--- config.mk ---
export PLATFORM = sky130hd
export DESIGN_NAME = tofu_back
export DESIGN_NICKNAME = d
export VERILOG_FILES = /design/src/rtl/core/tofu_pkg.sv /design/src/rtl/core/tofu_back.sv
export SDC_FILE = /design/constraint.sdc
export NUM_CORES = 2
export LEC_CHECK = 0
export BUFFER_PORTS_ARGS = -buffer_cell sky130_fd_sc_hd__buf_2
export CAP_MARGIN = 10
export CORE_MARGIN = 5
export CORE_UTILIZATION = 64
export CTS_CLUSTER_SIZE = 12
export DETAILED_ROUTE_END_ITERATION = 6
export PLACE_DENSITY = 0.89
export SETUP_SLACK_MARGIN = 0.5
export SYNTH_ARGS = -nofsm -noshare
export SYNTH_HDL_FRONTEND = slang
export SYNTH_SLANG_ARGS = --single-unit
--- constraint.sdc ---
create_clock -name clk -period 10.75 [get_ports clk]
set_clock_uncertainty 0.15 [all_clocks]
set_input_delay 0.5375 -clock clk [delete_from_list [all_inputs] [get_ports clk]]
set_output_delay 0.5375 -clock clk [all_outputs]
set_load 0.05 [all_outputs]
--- src/rtl/core/tofu_pkg.sv ---
`timescale 1ns / 1ps
// ----------------------------------------------------------------------------
// tofu_pkg
// Shared types, codes and helper functions of the tetrahedron orientation fixer.
// ----------------------------------------------------------------------------
package tofu_pkg;

    localparam int DEF_POINT_DEPTH = 4096;
    localparam int IDX_W = 12;
    localparam int PT_W = 48;
    localparam int TOL_W = 40;

    localparam logic OP_LOAD = 1'b0;
    localparam logic OP_CHECK = 1'b1;

    localparam logic [1:0] ST_OK = 2'd0;
    localparam logic [1:0] ST_DEGEN = 2'd1;
    localparam logic [1:0] ST_NONE = 2'd2;

    typedef struct packed {
        logic [3:0][IDX_W-1:0] idx;
        logic [3:0][PT_W-1:0] pts;
    } job_t;

    typedef enum logic {
        F_IDLE,
        F_FETCH
    } front_state_t;

    typedef enum logic [1:0] {
        B_IDLE,
        B_PREP,
        B_MAC,
        B_DECIDE
    } back_state_t;

    function automatic logic signed [15:0] pt_coord(input logic [PT_W-1:0] p,
                                                     input logic [1:0] axis);
        logic signed [15:0] r;
        case (axis)
            2'd0: r = p[15:0];
            2'd1: r = p[31:16];
            default: r = p[47:32];
        endcase
        return r;
    endfunction

    // Vertex taken at a position of one of the six candidate orders.
    function automatic logic [1:0] perm_vert(input logic [2:0] k, input logic [1:0] pos);
        logic [1:0] r;
        r = pos;
        if (pos != 2'd0) begin
            unique case (k)
                3'd0: r = pos;
                3'd1: r = (pos == 2'd1) ? 2'd1 : ((pos == 2'd2) ? 2'd3 : 2'd2);
                3'd2: r = (pos == 2'd1) ? 2'd2 : ((pos == 2'd2) ? 2'd1 : 2'd3);
                3'd3: r = (pos == 2'd1) ? 2'd2 : ((pos == 2'd2) ? 2'd3 : 2'd1);
                3'd4: r = (pos == 2'd1) ? 2'd3 : ((pos == 2'd2) ? 2'd1 : 2'd2);
                3'd5: r = (pos == 2'd1) ? 2'd3 : ((pos == 2'd2) ? 2'd2 : 2'd1);
                default: r = pos;
            endcase
        end
        return r;
    endfunction

    // Order position of corner j of test t: faces pqr, prs, qsr, psq, then volume.
    function automatic logic [1:0] face_pos(input logic [2:0] t, input logic [1:0] j);
        logic [1:0] r;
        unique case (t)
            3'd1: r = (j == 2'd0) ? 2'd0 : ((j == 2'd1) ? 2'd2 : 2'd3);
            3'd2: r = (j == 2'd0) ? 2'd1 : ((j == 2'd1) ? 2'd3 : 2'd2);
            3'd3: r = (j == 2'd0) ? 2'd0 : ((j == 2'd1) ? 2'd3 : 2'd1);
            default: r = j;
        endcase
        return r;
    endfunction

endpackage

--- src/rtl/core/tofu_back.sv ---
`timescale 1ns / 1ps
// ----------------------------------------------------------------------------
// tofu_back
// Runs the face and volume tests of each order on one shared multiplier.
// ----------------------------------------------------------------------------
module tofu_back
    import tofu_pkg::*;
(
    input  logic clk,
    input  logic rst_n,
    input  logic [TOL_W-1:0] tol,
    input  logic q_valid,
    input  job_t q_data,
    output logic pop,
    output logic out_valid,
    input  logic out_ready,
    output logic [IDX_W-1:0] order_first,
    output logic [IDX_W-1:0] order_second,
    output logic [IDX_W-1:0] order_third,
    output logic [IDX_W-1:0] order_fourth,
    output logic [1:0] status
);

    back_state_t state_reg, state_next;
    job_t job_reg;
    logic [2:0] k_reg;
    logic [2:0] test_reg;
    logic [3:0] mcnt_reg;
    logic signed [17:0] sum_reg [3];
    logic signed [16:0] u_reg [3];
    logic signed [16:0] v_reg [3];
    logic signed [19:0] w_reg [3];
    logic signed [34:0] n_reg [3];
    logic signed [34:0] acc_reg;
    logic signed [55:0] prod_reg;
    logic signed [57:0] dacc_reg;

    logic out_valid_reg;
    logic [3:0][IDX_W-1:0] ord_reg;
    logic [1:0] status_reg;

    logic [1:0] va, vb, vc, vs;
    logic signed [35:0] mul_a;
    logic signed [19:0] mul_b;
    logic signed [57:0] tol_s;
    logic done, adv_test, adv_order, out_free;
    logic [1:0] res_status;

    assign va = perm_vert(k_reg, face_pos(test_reg, 2'd0));
    assign vb = perm_vert(k_reg, face_pos(test_reg, 2'd1));
    assign vc = perm_vert(k_reg, face_pos(test_reg, 2'd2));
    assign vs = perm_vert(k_reg, 2'd3);
    assign tol_s = $signed({18'd0, tol});
    assign out_free = !out_valid_reg || out_ready;
    assign pop = (state_reg == B_IDLE) && q_valid;

    always_comb begin
        mul_a = '0;
        mul_b = '0;
        case (mcnt_reg)
            4'd0: begin mul_a = 36'(u_reg[1]); mul_b = 20'(v_reg[2]); end
            4'd1: begin mul_a = 36'(u_reg[2]); mul_b = 20'(v_reg[1]); end
            4'd2: begin mul_a = 36'(u_reg[2]); mul_b = 20'(v_reg[0]); end
            4'd3: begin mul_a = 36'(u_reg[0]); mul_b = 20'(v_reg[2]); end
            4'd4: begin mul_a = 36'(u_reg[0]); mul_b = 20'(v_reg[1]); end
            4'd5: begin mul_a = 36'(u_reg[1]); mul_b = 20'(v_reg[0]); end
            4'd6: begin mul_a = 36'(n_reg[0]); mul_b = w_reg[0]; end
            4'd7: begin mul_a = 36'(n_reg[1]); mul_b = w_reg[1]; end
            4'd8: begin mul_a = 36'(n_reg[2]); mul_b = w_reg[2]; end
            default: begin mul_a = '0; mul_b = '0; end
        endcase
    end

    always_comb begin
        done = 1'b0;
        adv_test = 1'b0;
        adv_order = 1'b0;
        res_status = ST_OK;
        if (test_reg != 3'd4) begin
            if (dacc_reg > tol_s) begin
                adv_test = 1'b1;
            end
            else if (dacc_reg >= -tol_s) begin
                done = 1'b1;
                res_status = ST_DEGEN;
            end
            else begin
                adv_order = 1'b1;
            end
        end
        else if (dacc_reg >= 0) begin
            done = 1'b1;
        end
        else begin
            adv_order = 1'b1;
        end
        if (adv_order && (k_reg == 3'd5)) begin
            adv_order = 1'b0;
            done = 1'b1;
            res_status = ST_NONE;
        end
    end

    always_comb begin
        state_next = state_reg;
        unique case (state_reg)
            B_IDLE: if (q_valid) state_next = B_PREP;
            B_PREP: state_next = B_MAC;
            B_MAC: if (mcnt_reg == 4'd9) state_next = B_DECIDE;
            B_DECIDE: begin
                if (done) begin
                    if (out_free) state_next = B_IDLE;
                end
                else begin
                    state_next = B_PREP;
                end
            end
            default: state_next = B_IDLE;
        endcase
    end

    always_ff @(posedge clk or negedge rst_n) begin
        if (!rst_n) begin
            state_reg <= B_IDLE;
            out_valid_reg <= 1'b0;
            k_reg <= 3'd0;
            test_reg <= 3'd0;
            mcnt_reg <= 4'd0;
        end
        else begin
            state_reg <= state_next;
            if ((state_reg == B_DECIDE) && done && out_free) begin
                out_valid_reg <= 1'b1;
            end
            else if (out_ready) begin
                out_valid_reg <= 1'b0;
            end
            mcnt_reg <= (state_reg == B_MAC) ? mcnt_reg + 4'd1 : 4'd0;
            if (pop) begin
                k_reg <= 3'd0;
                test_reg <= 3'd0;
            end
            else if (state_reg == B_DECIDE) begin
                if (adv_test) begin
                    test_reg <= test_reg + 3'd1;
                end
                else if (adv_order) begin
                    test_reg <= 3'd0;
                    k_reg <= k_reg + 3'd1;
                end
            end
        end
    end

    always_ff @(posedge clk) begin
        if (pop) begin
            job_reg <= q_data;
            for (int i = 0; i < 3; i++) begin
                sum_reg[i] <= 18'(pt_coord(q_data.pts[0], 2'(i)))
                            + 18'(pt_coord(q_data.pts[1], 2'(i)))
                            + 18'(pt_coord(q_data.pts[2], 2'(i)))
                            + 18'(pt_coord(q_data.pts[3], 2'(i)));
            end
        end
        if (state_reg == B_PREP) begin
            for (int i = 0; i < 3; i++) begin
                u_reg[i] <= 17'(pt_coord(job_reg.pts[vb], 2'(i)))
                          - 17'(pt_coord(job_reg.pts[va], 2'(i)));
                v_reg[i] <= 17'(pt_coord(job_reg.pts[vc], 2'(i)))
                          - 17'(pt_coord(job_reg.pts[va], 2'(i)));
                if (test_reg == 3'd4) begin
                    w_reg[i] <= 20'(pt_coord(job_reg.pts[vs], 2'(i)))
                              - 20'(pt_coord(job_reg.pts[va], 2'(i)));
                end
                else begin
                    w_reg[i] <= 20'(sum_reg[i])
                              - (20'(pt_coord(job_reg.pts[va], 2'(i))) <<< 2);
                end
            end
        end
        if (state_reg == B_MAC) begin
            prod_reg <= 56'(mul_a) * 56'(mul_b);
            case (mcnt_reg)
                4'd1, 4'd3, 4'd5: acc_reg <= 35'(prod_reg);
                4'd2: n_reg[0] <= acc_reg - 35'(prod_reg);
                4'd4: n_reg[1] <= acc_reg - 35'(prod_reg);
                4'd6: n_reg[2] <= acc_reg - 35'(prod_reg);
                4'd7: dacc_reg <= 58'(prod_reg);
                4'd8, 4'd9: dacc_reg <= dacc_reg + 58'(prod_reg);
                default: acc_reg <= acc_reg;
            endcase
        end
        if ((state_reg == B_DECIDE) && done && out_free) begin
            status_reg <= res_status;
            if (res_status == ST_OK) begin
                ord_reg[0] <= job_reg.idx[perm_vert(k_reg, 2'd0)];
                ord_reg[1] <= job_reg.idx[perm_vert(k_reg, 2'd1)];
                ord_reg[2] <= job_reg.idx[perm_vert(k_reg, 2'd2)];
                ord_reg[3] <= job_reg.idx[perm_vert(k_reg, 2'd3)];
            end
            else begin
                ord_reg <= '0;
            end
        end
    end

    assign out_valid = out_valid_reg;
    assign order_first = ord_reg[0];
    assign order_second = ord_reg[1];
    assign order_third = ord_reg[2];
    assign order_fourth = ord_reg[3];
    assign status = status_reg;

    a_status_code: assert property (@(posedge clk) disable iff (!rst_n)
        out_valid_reg |-> (status_reg == ST_OK || status_reg == ST_DEGEN
                           || status_reg == ST_NONE))
        else $error("Result carries an undefined status code.");

    a_fail_zero: assert property (@(posedge clk) disable iff (!rst_n)
        (out_valid_reg && status_reg != ST_OK) |-> (ord_reg == '0))
        else $error("Failed check carries a nonzero order.");

    a_mac_bound: assert property (@(posedge clk) disable iff (!rst_n)
        (state_reg == B_MAC) |-> (mcnt_reg <= 4'd9 && k_reg <= 3'd5 && test_reg <= 3'd4))
        else $error("Test sequencer ran past its last step.");

endmodule

==> flow_summary.ini <==
[clock_network]
cts-root-buf = clkbuf_16
cts_made_buffers = 83
clk_pin_slew_ns = 0.07
cts_tree = yes
htreeDepth = 3
cts_sinks = 770
clockBufferDepth = 3
worst_skew_pair.late_latency_ns = 0.76

[yosys]
postSynth.asyncResetShare_pct = 1.688
yosysWarnings = 0
ys_ff_latch = 770
syn_area_um2 = 77240
synth_ff_type = edfxtp_1
syn_inst = 8011
ys_types = 86
synth_edf_count = 757
synth_nets = 9694
synth.avg_cell_area_um2 = 9.642
yosysSeqAreaShare_pct = 29.85

[setup_path]
cp.required_ns = 11.19
crit_type = reg2reg
cp-end-kind = flip-flop
cp_max_fo = 17
cp_slowest_cell = or4b_2
crit_start = mcnt_reg[0]$_DFF_PN0_
cp_common_cell = fa_1
start_kind = flip-flop
regToRegStartpoint = mcnt_reg[0]$_DFF_PN0_
slowest_delay_ns = 0.63
arrival_ns = 10.46

[timing]
clock.fmax_ghz = 0.09974
finalHoldViolCount = 0
worstMarginPinSlew_ns = 1.282
tns_ns = 0
rsz0062_at_grt = true
final.period_utilization_pct = 93.27
period_needed_ns = 10.03
max-slew-margin-rel_pct = 14.19
finalMaxSlewViolations = 0
finalSetupViolCount = 0

[route]
viasPerCell = 6.645
first_pass_iters = 7
wirelength_mm = 258.9
drc = 100
vias = 67660
drtAntennaViolNets = 0
drtIter0Drc = 10090
wl_per_cell_um = 25.43

[floorplanning]
rows = 127
start_util_pct = 64.39
fp.dieH_um = 357.4
core_area_um2 = 120000
io_pins = 336
die_x_um = 357.4
fp.dieArea_um2 = 127700

[global_route]
antenna_found_initial = 13
gr-total-overflow = 0
grt_use_total_pct = 39.77
grt_pass1_wl_mm = 390.9
grt_max_degree = 185
grt_pass1_vias = 68770

[min_path]
hold_path.class = in2async

[flow_run]
cap_violations = 0

[placement]
hpwl_mm = 182.0
gp_congestion = 1.032
io_buffers = 335

[layout]
multi_input_area_um2 = 49200
area_delta_synth_final_pct = 11.79
fillers = 7917
drive_gt1_share_pct = 8.497
layout_common_cells = 1116 x inv_1, 955 x nand2_1, 810 x fa_1
register_area_um2 = 23060
final_common_cell = inv_1
largest_reg_flops = 240
nets = 10180

[status]
status = complete, but fails checks
violations = design-rule violations
## through the flow
step	utilization [%]	instance area, um^2	cells	hold WS (ns)	setup WS [ns]
after CTS	71.80	86140	10160	0.07946	0.5509
after detailed placement	67.59	81090	9774	0.3175	0.5257
after floorplan	-	77240	8011	0.09191	1.545
after global placement	67.59	81090	9774	0.3187	0.8801
final	71.97	86350	10180	0.1055	0.7237
after global routing	71.97	86340	10180	0.1171	0.4710
## Yosys cell counts (45+ instances only)
cell type / number / area [um^2]
a211oi_1: 134 / 1006
a21o_1: 164 / 1231
a21oi_1: 360 / 1802
a222oi_1: 45 / 450.4
a22oi_1: 85 / 638.1
a31oi_1: 117 / 732.0
and2_1: 119 / 744.5
and3_1: 50 / 312.8
clkbuf_1: 300 / 1126
edfxtp_1: 757 / 22730
fa_1: 810 / 16220
ha_1: 589 / 7370
inv_1: 1117 / 4193
mux2i_1: 73 / 730.7
nand2_1: 957 / 3592
nand2b_1: 56 / 350.3
nand3_1: 124 / 620.6
nand4_1: 70 / 437.9
nor2_1: 735 / 2759
nor2b_1: 63 / 394.1
nor3_1: 98 / 490.5
o21ai_0: 251 / 1256
xnor2_1: 223 / 1953
xor2_1: 98 / 858.3
## logic make-up after synthesis
group,Yosys count,share of synthesized area [%]
adders and majority gates,1399,30.53
muxes,117,1.587
and+or+nand+nor,2430,14.07
xor gates and xnor gates,322,3.661
buffers and inverters,1439,7.014
DFF,770,29.85
AOI/OAI and AO/OA,1534,13.28
## routing by layer
metal | GRT usage (%) | vias up | share of wire, %
met5 | 0 | - | 0.0050
met4 | 28.56 | 2 | 9.6
met3 | 11.01 | 1661 | 13
met2 | 63.82 | 5712 | 45
met1 | 46.22 | 31930 | 32
li1 | - | 28350 | -
## critical path: cells and delay by family (launching register included)
| kind | cells | cell delay, ns |
|---|---|---|
| adders and majority gates | 9 | 4.29 |
| and+or+nand+nor | 5 | 1.49 |
| DFF | 1 | 0.43 |
| buffers and inverters | 7 | 1.23 |
| AOI/OAI and AO/OA | 9 | 2.28 |
## worst paths after layout
kind | endpoint | slack [ns] | cells after the start
setup / recovery | prod_reg[50]$_DFFE_PP_ | 0.72 | 30
hold / removal | k_reg[0]$_DFFE_PN0P_ | 0.11 | 2
setup reg to reg | prod_reg[50]$_DFFE_PP_ | 0.72 | 30
hold reg to reg | acc_reg[29]$_DFFE_PP_ | 0.36 | 0
max in group asynchronous | mcnt_reg[3]$_DFF_PN0_ | 10.03 | 2
min in group clk | test_reg[0]$_DFFE_PN0P_ | 0.21 | 4
## cell type report
type | count | share of cell area (%)
Timing Repair Buffer | 723 | 6.064
Antenna cell | 13 | 0.03767
Tap cell | 1612 | 2.336
Sequential cell | 770 | 26.70
Clock inverter | 29 | 0.4362
Clock buffer | 112 | 2.578
Multi-Input combinational cell | 5804 | 56.97
Inverter | 1118 | 4.870
## what timing repair did
item                       4_1_cts  5_1_grt
hold buffers                   242        0
pin swaps                        1        2
gates resized for setup          1       23
hold endpoints to repair       256        0
setup endpoints to repair        4       15
buffers inserted                 0        8
gates cloned                     2        0
Power is left out: the tool's default activity adds up to more than one toggle a clock period on the data nets, which glitch-free logic cannot reach.
