$ cat config.mk
export PLATFORM = sky130hd
export DESIGN_NAME = tofu_queue
export DESIGN_NICKNAME = d
export VERILOG_FILES = /design/src/rtl/core/tofu_pkg.sv /design/src/rtl/core/tofu_queue.sv
export SDC_FILE = /design/constraint.sdc
export NUM_CORES = 1
export LEC_CHECK = 0
export BUFFER_PORTS_ARGS = -buffer_cell sky130_fd_sc_hd__buf_4
export CORE_ASPECT_RATIO = 1.75
export CORE_MARGIN = 10
export CORE_UTILIZATION = 47
export CTS_CLUSTER_DIAMETER = 150
export CTS_CLUSTER_SIZE = 20
export DETAILED_ROUTE_END_ITERATION = 7
export GPL_TIMING_DRIVEN = 0
export PLACE_DENSITY = 0.73
export SETUP_SLACK_MARGIN = 0.02
export SLEW_MARGIN = 15
export SYNTH_ARGS = -nofsm -noshare
export SYNTH_HDL_FRONTEND = slang
export SYNTH_SLANG_ARGS = --single-unit
$ cat constraint.sdc
create_clock -name clk -period 12.2 [get_ports clk]
set_clock_uncertainty 0.15 [all_clocks]
set_input_delay 0.61 -clock clk [delete_from_list [all_inputs] [get_ports clk]]
set_output_delay 0.61 -clock clk [all_outputs]
set_load 0.02 [all_outputs]
$ cat src/rtl/core/tofu_pkg.sv
`timescale 1ns / 1ps
// ----------------------------------------------------------------------------
// tofu_pkg
// Shared types, codes and helper functions of the tetrahedron orientation fixer.
// ----------------------------------------------------------------------------
package tofu_pkg;

    localparam int DEF_POINT_DEPTH = 4096;
    localparam int IDX_W = 12;
    localparam int PT_W = 48;
    localparam int TOL_W = 40;

    localparam logic OP_LOAD = 1'b0;
    localparam logic OP_CHECK = 1'b1;

    localparam logic [1:0] ST_OK = 2'd0;
    localparam logic [1:0] ST_DEGEN = 2'd1;
    localparam logic [1:0] ST_NONE = 2'd2;

    typedef struct packed {
        logic [3:0][IDX_W-1:0] idx;
        logic [3:0][PT_W-1:0] pts;
    } job_t;

    typedef enum logic {
        F_IDLE,
        F_FETCH
    } front_state_t;

    typedef enum logic [1:0] {
        B_IDLE,
        B_PREP,
        B_MAC,
        B_DECIDE
    } back_state_t;

    function automatic logic signed [15:0] pt_coord(input logic [PT_W-1:0] p,
                                                     input logic [1:0] axis);
        logic signed [15:0] r;
        case (axis)
            2'd0: r = p[15:0];
            2'd1: r = p[31:16];
            default: r = p[47:32];
        endcase
        return r;
    endfunction

    // Vertex taken at a position of one of the six candidate orders.
    function automatic logic [1:0] perm_vert(input logic [2:0] k, input logic [1:0] pos);
        logic [1:0] r;
        r = pos;
        if (pos != 2'd0) begin
            unique case (k)
                3'd0: r = pos;
                3'd1: r = (pos == 2'd1) ? 2'd1 : ((pos == 2'd2) ? 2'd3 : 2'd2);
                3'd2: r = (pos == 2'd1) ? 2'd2 : ((pos == 2'd2) ? 2'd1 : 2'd3);
                3'd3: r = (pos == 2'd1) ? 2'd2 : ((pos == 2'd2) ? 2'd3 : 2'd1);
                3'd4: r = (pos == 2'd1) ? 2'd3 : ((pos == 2'd2) ? 2'd1 : 2'd2);
                3'd5: r = (pos == 2'd1) ? 2'd3 : ((pos == 2'd2) ? 2'd2 : 2'd1);
                default: r = pos;
            endcase
        end
        return r;
    endfunction

    // Order position of corner j of test t: faces pqr, prs, qsr, psq, then volume.
    function automatic logic [1:0] face_pos(input logic [2:0] t, input logic [1:0] j);
        logic [1:0] r;
        unique case (t)
            3'd1: r = (j == 2'd0) ? 2'd0 : ((j == 2'd1) ? 2'd2 : 2'd3);
            3'd2: r = (j == 2'd0) ? 2'd1 : ((j == 2'd1) ? 2'd3 : 2'd2);
            3'd3: r = (j == 2'd0) ? 2'd0 : ((j == 2'd1) ? 2'd3 : 2'd1);
            default: r = j;
        endcase
        return r;
    endfunction

endpackage

$ cat src/rtl/core/tofu_queue.sv
`timescale 1ns / 1ps
// ----------------------------------------------------------------------------
// tofu_queue
// Two-entry queue of fetched check requests between the front and the back.
// ----------------------------------------------------------------------------
module tofu_queue
    import tofu_pkg::*;
(
    input  logic clk,
    input  logic rst_n,
    input  logic push,
    input  job_t push_data,
    output logic full,
    input  logic pop,
    output logic not_empty,
    output job_t pop_data
);

    job_t ent_reg [2];
    logic wr_ptr_reg;
    logic rd_ptr_reg;
    logic [1:0] count_reg;

    assign full = (count_reg == 2'd2);
    assign not_empty = (count_reg != 2'd0);
    assign pop_data = ent_reg[rd_ptr_reg];

    always_ff @(posedge clk or negedge rst_n) begin
        if (!rst_n) begin
            wr_ptr_reg <= 1'b0;
            rd_ptr_reg <= 1'b0;
            count_reg <= 2'd0;
        end
        else begin
            if (push) begin
                wr_ptr_reg <= ~wr_ptr_reg;
            end
            if (pop) begin
                rd_ptr_reg <= ~rd_ptr_reg;
            end
            count_reg <= count_reg + 2'(push) - 2'(pop);
        end
    end

    always_ff @(posedge clk) begin
        if (push) begin
            ent_reg[wr_ptr_reg] <= push_data;
        end
    end

endmodule

==> impl_metrics.tcl, run 1 <==
set metrics [dict create \
    grt-ovfl-total 0 \
    drive_above_1_share 0.608 \
    die_area_sq_um 47500 \
    layout_commonest_cell "buf_4" \
    tns_ns 0 \
    fp.coreArea_sq_um 38500 \
    drv_cap 0 \
    sequentialPowerShare 0.407 \
    die_h_um 281 \
    io_buffer_count 485 \
    drtIter0Drc 479 \
    critPathMaxFanout 10 \
    vias_per_cell 5.03 \
    start_util 0.475 \
    tightest_slew_ns 0.592 \
    ys_types 13 \
    grt_max_degree 54 \
    grt_usage 0.176 \
    power.density_nw_per_um2 235 \
    place_congestion 0.761 \
    peakVddDrop_mv 0.169 \
    internal_power_mw 3.77 \
    reg2reg_slack_ns 9.68 \
    yosysWarnings 0 \
    clk_pin_slew_worst_paths_ns 0.09 \
    areaGrowthSynthToFinish_pct 29.9 \
    clockBufferDepth 3 \
    period_share 0.225 \
    ys_seq_elements 484 \
    endpoint_kind "primary output" \
    p_leak_nw 9.40 \
    dr.pass1.iters 4 \
    rows 95 \
    largest_reg_flops 480 \
    ant_nets 0 \
    grt_pass1_wl_mm 62.9 \
    clk_latency_ns 0.57 \
    syn_area_sq_um 18300 \
    die_x_um 169 \
    hold_class "in2reg" \
    drc 0 \
    syn_avg_cell_area_sq_um 24.0 \
    yosysSeqAreaShare 0.793 \
    nFillCells 2776 \
    r2r-end "ent_reg[0][223]$_DFFE_PP_" \
    crit_type "reg2out" \
    crit_path_start_kind "register" \
    p_total_mw 5.58 \
    rr_startpoint "wr_ptr_reg$_DFFE_PN0P_" \
    synth_nets 1008 \
    clock_sinks 484 \
    ff_latch_area_sq_um 14500 \
    vias 9142 \
    pwr-share-comb 0.422 \
    holdBufCountCts 1 \
    slew_headroom 0.604 \
    rsz0062_at_grt "false" \
    multi_input_area_sq_um 3520 \
    grt_pass1_vias 9906 \
    setup.worst_path.start "rd_ptr_reg$_DFFE_PN0P_" \
    clock.fmax_ghz 0.364 \
    power.share.switching 0.324 \
    wl_per_cell_um 24.4 \
    layout_common_cells "buf_4, edfxtp_1, mux2_4, mux2_2, clkbuf_16" \
    outcome "completed" \
    cts_buffers 28 \
    reg2regPathDepth 6 \
    critPathCapture "pop_data[100]" \
    min_from "push_data[200]" \
    final-hold-violation-count 0 \
    antenna_found_initial 16 \
    ctsResizeCount 0 \
    setup_viol 0 \
    clkPwrFrac 0.172 \
    cts_tree "done" \
    dp_hpwl_mm 33.6 \
    crit_arrival_ns 1.99 \
    syn_inst 762 \
    io_pins 486 \
    num-nets-final 1539 \
    post-cts-setup-buffers 0 \
    cts_max_level 1 \
    slew_viol_final 0 \
    cts-root-buf "clkbuf_16" \
    postRouteWirelength_mm 44.3 \
    layout_min_cycle_time_ns 2.75 \
    power.net_switching_mw 1.81 \
    worstPathRequired_ns 11.44 \
]
power groups by stage:
stage	logic [mW]	registers (mW)	clock network, mW
3_5_place_dp	2.39	2.31	0
2_1_floorplan	1.44	2.41	0
4_1_cts	2.40	2.27	0.992
6_report	2.35	2.27	0.960
5_1_grt	2.48	2.30	1.04
3_3_place_gp	2.30	2.49	0
area by class of cell:
| cell class | count | share of cell area |
|---|---|---|
| buffer | 27 | 0.0115 |
| inverter | 2 | 0.000316 |
| antenna | 16 | 0.00168 |
| multi-input combinational | 249 | 0.148 |
| timing repair buffer | 501 | 0.168 |
| tap | 485 | 0.0255 |
| clock buffer | 51 | 0.0340 |
| clock inverter | 1 | 0.000684 |
| sequential | 484 | 0.610 |
stage by stage:
| step | util | setup slack (ns) | area (sq um) | instances | hold slack [ns] |
|---|---|---|---|---|---|
| 3_3_place_gp | 0.586 | -5.92 | 22500 | 1732 | 0.258 |
| 2_1_floorplan | - | 0.199 | 18300 | 762 | 0.164 |
| 5_1_grt | 0.617 | 9.36 | 23800 | 1816 | 0.0239 |
| 4_1_cts | 0.616 | 9.37 | 23700 | 1800 | 0.0164 |
| 6_report | 0.617 | 9.45 | 23800 | 1816 | 0.0585 |
| 3_5_place_dp | 0.595 | 9.35 | 22900 | 1747 | 0.263 |
critical path, cell delays in order (launching register included):
cell,delay [ns]
dfrtp_1,0.35
buf_6,0.13
buf_6,0.21
buf_6,0.22
mux2_4,0.32
buf_4,0.17
worst min-delay path by stage:
stage	slack [ns]	cells past startpoint	endpoint
floorplan	0.16	0	count_reg[0]$_DFF_PN0_
global placement	0.26	1	wr_ptr_reg$_DFFE_PN0P_
detailed placement	0.26	1	wr_ptr_reg$_DFFE_PN0P_
CTS	0.02	1	ent_reg[1][161]$_DFFE_PP_
global route	0.02	1	ent_reg[0][161]$_DFFE_PP_
finish	0.06	1	ent_reg[0][200]$_DFFE_PP_
cell families after synthesis:
family,share of synthesized area
flops,0.793
mux,0.187
buf+inv,0.0153
simple gates,0.00137
xor+xnor,0.00226
fa+ha+maj,0.00137
synthesized netlist by cell type (all sizes together):
master  instances  share of area
nor2b           2        0.00068
dfrtp           4         0.0055
xor3            1         0.0013
buf            27          0.015
or2             1        0.00034
inv             2        0.00041
mux2          240           0.19
xor2            2        0.00096
edfxtp        480           0.79
and2            1        0.00034
ha              2         0.0014
metal layers:
metal  GRT usage  vias up  wire length (um)
met1       0.169     4606             13800
met2       0.319      349             24600
met4       0.100        0              2130
met3      0.0580       88              3730
li1            -     4099                 -
met5           0        -                 0
No activity file was read; power rests on OpenSTA's default activity.
==> run 2: changes to the inputs <==
- CORE_UTILIZATION: 47 -> 53
- PLACE_DENSITY: 0.73 -> 0.78
- clock period: 12.2 -> 2.6 ns (I/O delays scaled with it)
==> impl_metrics.tcl, run 2 (same netlist as run 1, synthesis figures left out) <==
set metrics [dict create \
    power.density_nw_per_um2 1020 \
    grt_usage 0.231 \
    grt_max_degree 59 \
    die_h_um 266 \
    crit_arrival_ns 1.99 \
    worstPathRequired_ns 2.32 \
    dp_slack_ns 0.450 \
    multi_input_area_sq_um 3520 \
    final-hold-violation-count 0 \
    dr.pass1.iters 4 \
    grt_pass1_vias 11587 \
    ant_nets 0 \
    slew_headroom 0.601 \
    path_cells "buf_6 > buf_6 > buf_6 > mux2_4 > buf_4" \
    crit_type "reg2out" \
    wl_per_cell_um 25.2 \
    post-cts-setup-buffers 0 \
    slowest_delay_ns 0.35 \
    setup_viol 0 \
    drtIter0Drc 606 \
    dp_hpwl_mm 33.1 \
    io_buffer_count 485 \
    clockBufferDepth 3 \
    fin_ws_ns 0.325 \
    layout_min_cycle_time_ns 2.27 \
    postRouteWirelength_mm 50.9 \
    cts_tree "done" \
    slew_viol_final 0 \
    die_x_um 160 \
    cts_buffers 28 \
    cpMaxStageDelayCell "dfrtp_1" \
    holdBufCountCts 244 \
    antenna_found_initial 7 \
    place_congestion 0.780 \
    crit_path_start_kind "register" \
    nFillCells 1815 \
    outcome "completed" \
    clock.fmax_ghz 0.440 \
    io_pins 486 \
    endpoint_kind "primary output" \
    areaGrowthSynthToFinish_pct 42.9 \
    ff_latch_area_sq_um 14500 \
    layout_common_cells "buf_4, edfxtp_1, dlygate4sd3_1, mux2_4, mux2_2" \
    fp.coreArea_sq_um 34300 \
    drc 0 \
    ctsResizeCount 0 \
    peakVddDrop_mv 0.887 \
    vias 10397 \
    rsz0062_at_grt "false" \
    drv_cap 0 \
    clk_pin_slew_worst_paths_ns 0.09 \
    p_leak_nw 10.4 \
    critPathMaxFanout 10 \
    tightest_slew_ns 0.598 \
    grt-ovfl-total 0 \
    layout_commonest_cell "buf_4" \
    crit_family "buffers and inverters" \
    grt_pass1_wl_mm 74.5 \
    clk_latency_ns 0.58 \
    critPathBufInv 4 \
    cts-root-buf "clkbuf_16" \
    hold_class "in2reg" \
    die_area_sq_um 42700 \
    period_share 0.875 \
    start_util 0.533 \
    num-nets-final 1782 \
    fin_util 0.762 \
    crit_top_cell "buf_6" \
    clock_sinks 484 \
    cts_max_level 1 \
    drive_above_1_share 0.517 \
    largest_reg_flops 480 \
    vias_per_cell 5.16 \
    rows 90 \
]
## run 2: cell types whose count changed in the layout (fill, tap and decap cells not counted)
cell           previous run  this run
clkbuf_1                 22        12
dlygate4sd3_1             1       244
clkbuf_16                29        28
diode_2                  16         8
buf_12                    9         3
buf_16                    6        12
clkinv_8                  0         1
## run 2: metrics by stage
stage,hold WS (ns),setup TNS (ns),cell area (sq um),std cells,total power [mW]
floorplan,-0.316,-799.34,18300,762,17.7
global placement,-0.222,-1624.93,22500,1707,21.8
detailed placement,-0.222,0,22900,1722,22.1
CTS,0.0900,0,26100,2008,26.7
global route,0.0979,0,26200,2016,27.7
finish,0.128,0,26200,2016,26.8
## run 2: where the power goes
part           leakage (nW)  switching, mW  total (mW)  internal [mW]
logic                  5.50           6.04        11.6           5.56
clock network         0.373           2.42        4.43           2.01
registers              4.55          0.408        10.7           10.3
total                  10.4           8.87        26.8           17.9
## run 2: routing by layer
layer	vias to the layer above	wire (um)	track usage
met1	5220	16500	0.232
met4	0	3090	0.130
li1	4587	-	-
met2	460	27600	0.420
met3	130	3710	0.0616
met5	-	0	0
## run 2: worst paths after layout
kind                                             start                         to  slack, ns  depth (start not counted)
worst min-delay path                    push_data[100]  ent_reg[0][100]$_DFFE_PP_       0.13                          2
min in group asynchronous                        rst_n     rd_ptr_reg$_DFFE_PN0P_       0.33                          3
worst max-delay path            rd_ptr_reg$_DFFE_PN0P_              pop_data[113]       0.33                          5
max in group asynchronous                        rst_n     wr_ptr_reg$_DFFE_PN0P_       1.80                          3
worst min register to register  wr_ptr_reg$_DFFE_PN0P_     wr_ptr_reg$_DFFE_PN0P_       0.41                          1
worst max register to register  wr_ptr_reg$_DFFE_PN0P_  ent_reg[1][168]$_DFFE_PP_       0.46                          3
## run 2: final cells by class
class / instances / share of cell area
multi-input combinational: 249 / 0.134
inverter: 2 / 0.000287
sequential: 484 / 0.555
timing repair buffer: 744 / 0.247
buffer: 27 / 0.0104
clock inverter: 2 / 0.00124
tap: 460 / 0.0220
clock buffer: 40 / 0.0285
antenna: 8 / 0.000765
==> run 3: changes to the inputs <==
--- a/config.mk
+++ b/config.mk
@@ -7,6 +7,4 @@
 export LEC_CHECK = 0
 export BUFFER_PORTS_ARGS = -buffer_cell sky130_fd_sc_hd__buf_4
-export CORE_ASPECT_RATIO = 1.75
-export CORE_MARGIN = 10
 export CORE_UTILIZATION = 53
 export CTS_CLUSTER_DIAMETER = 150
==> constraint.sdc (replaced) <==
create_clock -name clk -period 2.6 [get_ports clk]
set_clock_uncertainty 0.15 [all_clocks]
set_input_delay 0.26 -clock clk [delete_from_list [all_inputs] [get_ports clk]]
set_output_delay 0.26 -clock clk [all_outputs]
set_load 0.02 [all_outputs]
==> impl_metrics.tcl, run 3 (same netlist as run 1, synthesis figures left out) <==
set metrics [dict create \
    cts-root-buf "clkbuf_16" \
    nFillCells 1742 \
    endpoint_kind "primary output" \
    clkPwrFrac 0.167 \
    outcome "completed" \
    cts_buffers 28 \
    clk_latency_ns 0.56 \
    ff_latch_area_sq_um 14500 \
    final-hold-violation-count 0 \
    cpMaxStageDelayCell "dfrtp_1" \
    crit_arrival_ns 2.02 \
    die_area_sq_um 35300 \
    fp.coreArea_sq_um 33800 \
    grt_usage 0.245 \
    critPathMaxFanout 10 \
    wl_per_cell_um 22.0 \
    power.share.switching 0.323 \
    slew_headroom 0.498 \
    post-cts-setup-buffers 0 \
    final_cell_area_sq_um 26100 \
    crit_type "reg2out" \
    holdBufCountCts 244 \
    grt_max_degree 52 \
    cts_tree "done" \
    crit_top_cell "buf_6" \
    crit_path_start_kind "register" \
    hold_class "in2reg" \
    clk_pin_slew_worst_paths_ns 0.08 \
    drv_cap 0 \
    layout_min_cycle_time_ns 2.43 \
    slew_viol_final 0 \
    drtIter0Drc 544 \
    grt_pass1_wl_mm 64.6 \
    dp_slack_ns 0.328 \
    grt-ovfl-total 0 \
    layout_commonest_cell "buf_4" \
    setup_viol 0 \
    slowest_delay_ns 0.36 \
    power.density_nw_per_um2 1010 \
    ctsResizeCount 0 \
    io_buffer_count 485 \
    io_pins 486 \
    rows 67 \
    ant_nets 0 \
    power.net_switching_mw 8.54 \
    drive_above_1_share 0.517 \
    vias 10197 \
    p_total_mw 26.5 \
    sequentialPowerShare 0.405 \
    start_util 0.542 \
    postRouteWirelength_mm 44.0 \
    drc 0 \
    p_leak_nw 10.4 \
    pwr-share-comb 0.428 \
    clock.fmax_ghz 0.412 \
    grt_pass1_vias 11228 \
    dp_hpwl_mm 27.2 \
    worstPathRequired_ns 2.19 \
    clock_sinks 484 \
    post_dp_cell_area_sq_um 22900 \
    largest_reg_flops 480 \
    fin_ws_ns 0.173 \
    layout_common_cells "buf_4, edfxtp_1, dlygate4sd3_1, mux2_4, mux2_2" \
    tightest_slew_ns 0.753 \
    peakVddDrop_mv 0.919 \
    multi_input_area_sq_um 3520 \
    die_x_um 188 \
    place_congestion 0.767 \
    die_h_um 188 \
    vias_per_cell 5.09 \
    period_share 0.933 \
    clockBufferDepth 3 \
    areaGrowthSynthToFinish_pct 42.8 \
    antenna_found_initial 7 \
    rsz0062_at_grt "false" \
    dr.pass1.iters 5 \
    cts_max_level 1 \
    num-nets-final 1782 \
    path_cells "buf_6 > buf_6 > buf_6 > mux2_4 > buf_4" \
    internal_power_mw 17.9 \
]
run 3: final timing paths:
path	start	slack, ns	cells after the start	endpoint
worst max register to register	wr_ptr_reg$_DFFE_PN0P_	0.31	3	ent_reg[1][172]$_DFFE_PP_
worst min-delay path	push_data[190]	0.26	2	ent_reg[0][190]$_DFFE_PP_
min in group asynchronous	rst_n	0.51	3	wr_ptr_reg$_DFFE_PN0P_
worst min register to register	wr_ptr_reg$_DFFE_PN0P_	0.41	1	wr_ptr_reg$_DFFE_PN0P_
max in group asynchronous	rst_n	1.61	3	count_reg[1]$_DFF_PN0_
worst max-delay path	rd_ptr_reg$_DFFE_PN0P_	0.17	5	pop_data[102]
run 3: worst max-delay path, delay by kind of cell (launching register included):
| family | cells | cell delay (ns) |
|---|---|---|
| buffers and inverters | 4 | 0.76 |
| flip-flops | 1 | 0.36 |
| multiplexers | 1 | 0.33 |
run 3: area by class of cell:
cell class	instances	share of cell area
antenna	9	0.000862
buffer	27	0.0104
clock buffer	40	0.0293
clock inverter	1	0.000622
inverter	2	0.000287
multi-input combinational	249	0.135
sequential	484	0.555
tap	448	0.0214
timing repair buffer	744	0.247
run 3: power by group through the flow:
stage / registers [mW] / clock network, mW / logic, mW
CTS: 10.7 / 4.45 / 11.3
floorplan: 10.9 / 0 / 6.77
global placement: 11.1 / 0 / 10.5
global route: 10.8 / 4.73 / 11.8
finish: 10.7 / 4.41 / 11.3
detailed placement: 10.8 / 0 / 11.0
run 3: metal layers:
layer	GRT usage	routed length (um)
met1	0.255	15000
met2	0.461	23900
met3	0.0580	3020
met4	0.114	2080
met5	0	0
run 3: per-stage QoR:
step / TNS, ns / instances / hold slack [ns] / util
2_1_floorplan: -799.34 / 762 / -0.186 / -
4_1_cts: 0 / 1995 / 0.237 / 0.773
5_1_grt: 0 / 2002 / 0.249 / 0.773
3_3_place_gp: -1653.30 / 1695 / -0.0893 / 0.666
6_report: 0 / 2004 / 0.263 / 0.774
3_5_place_dp: 0 / 1710 / -0.0845 / 0.677
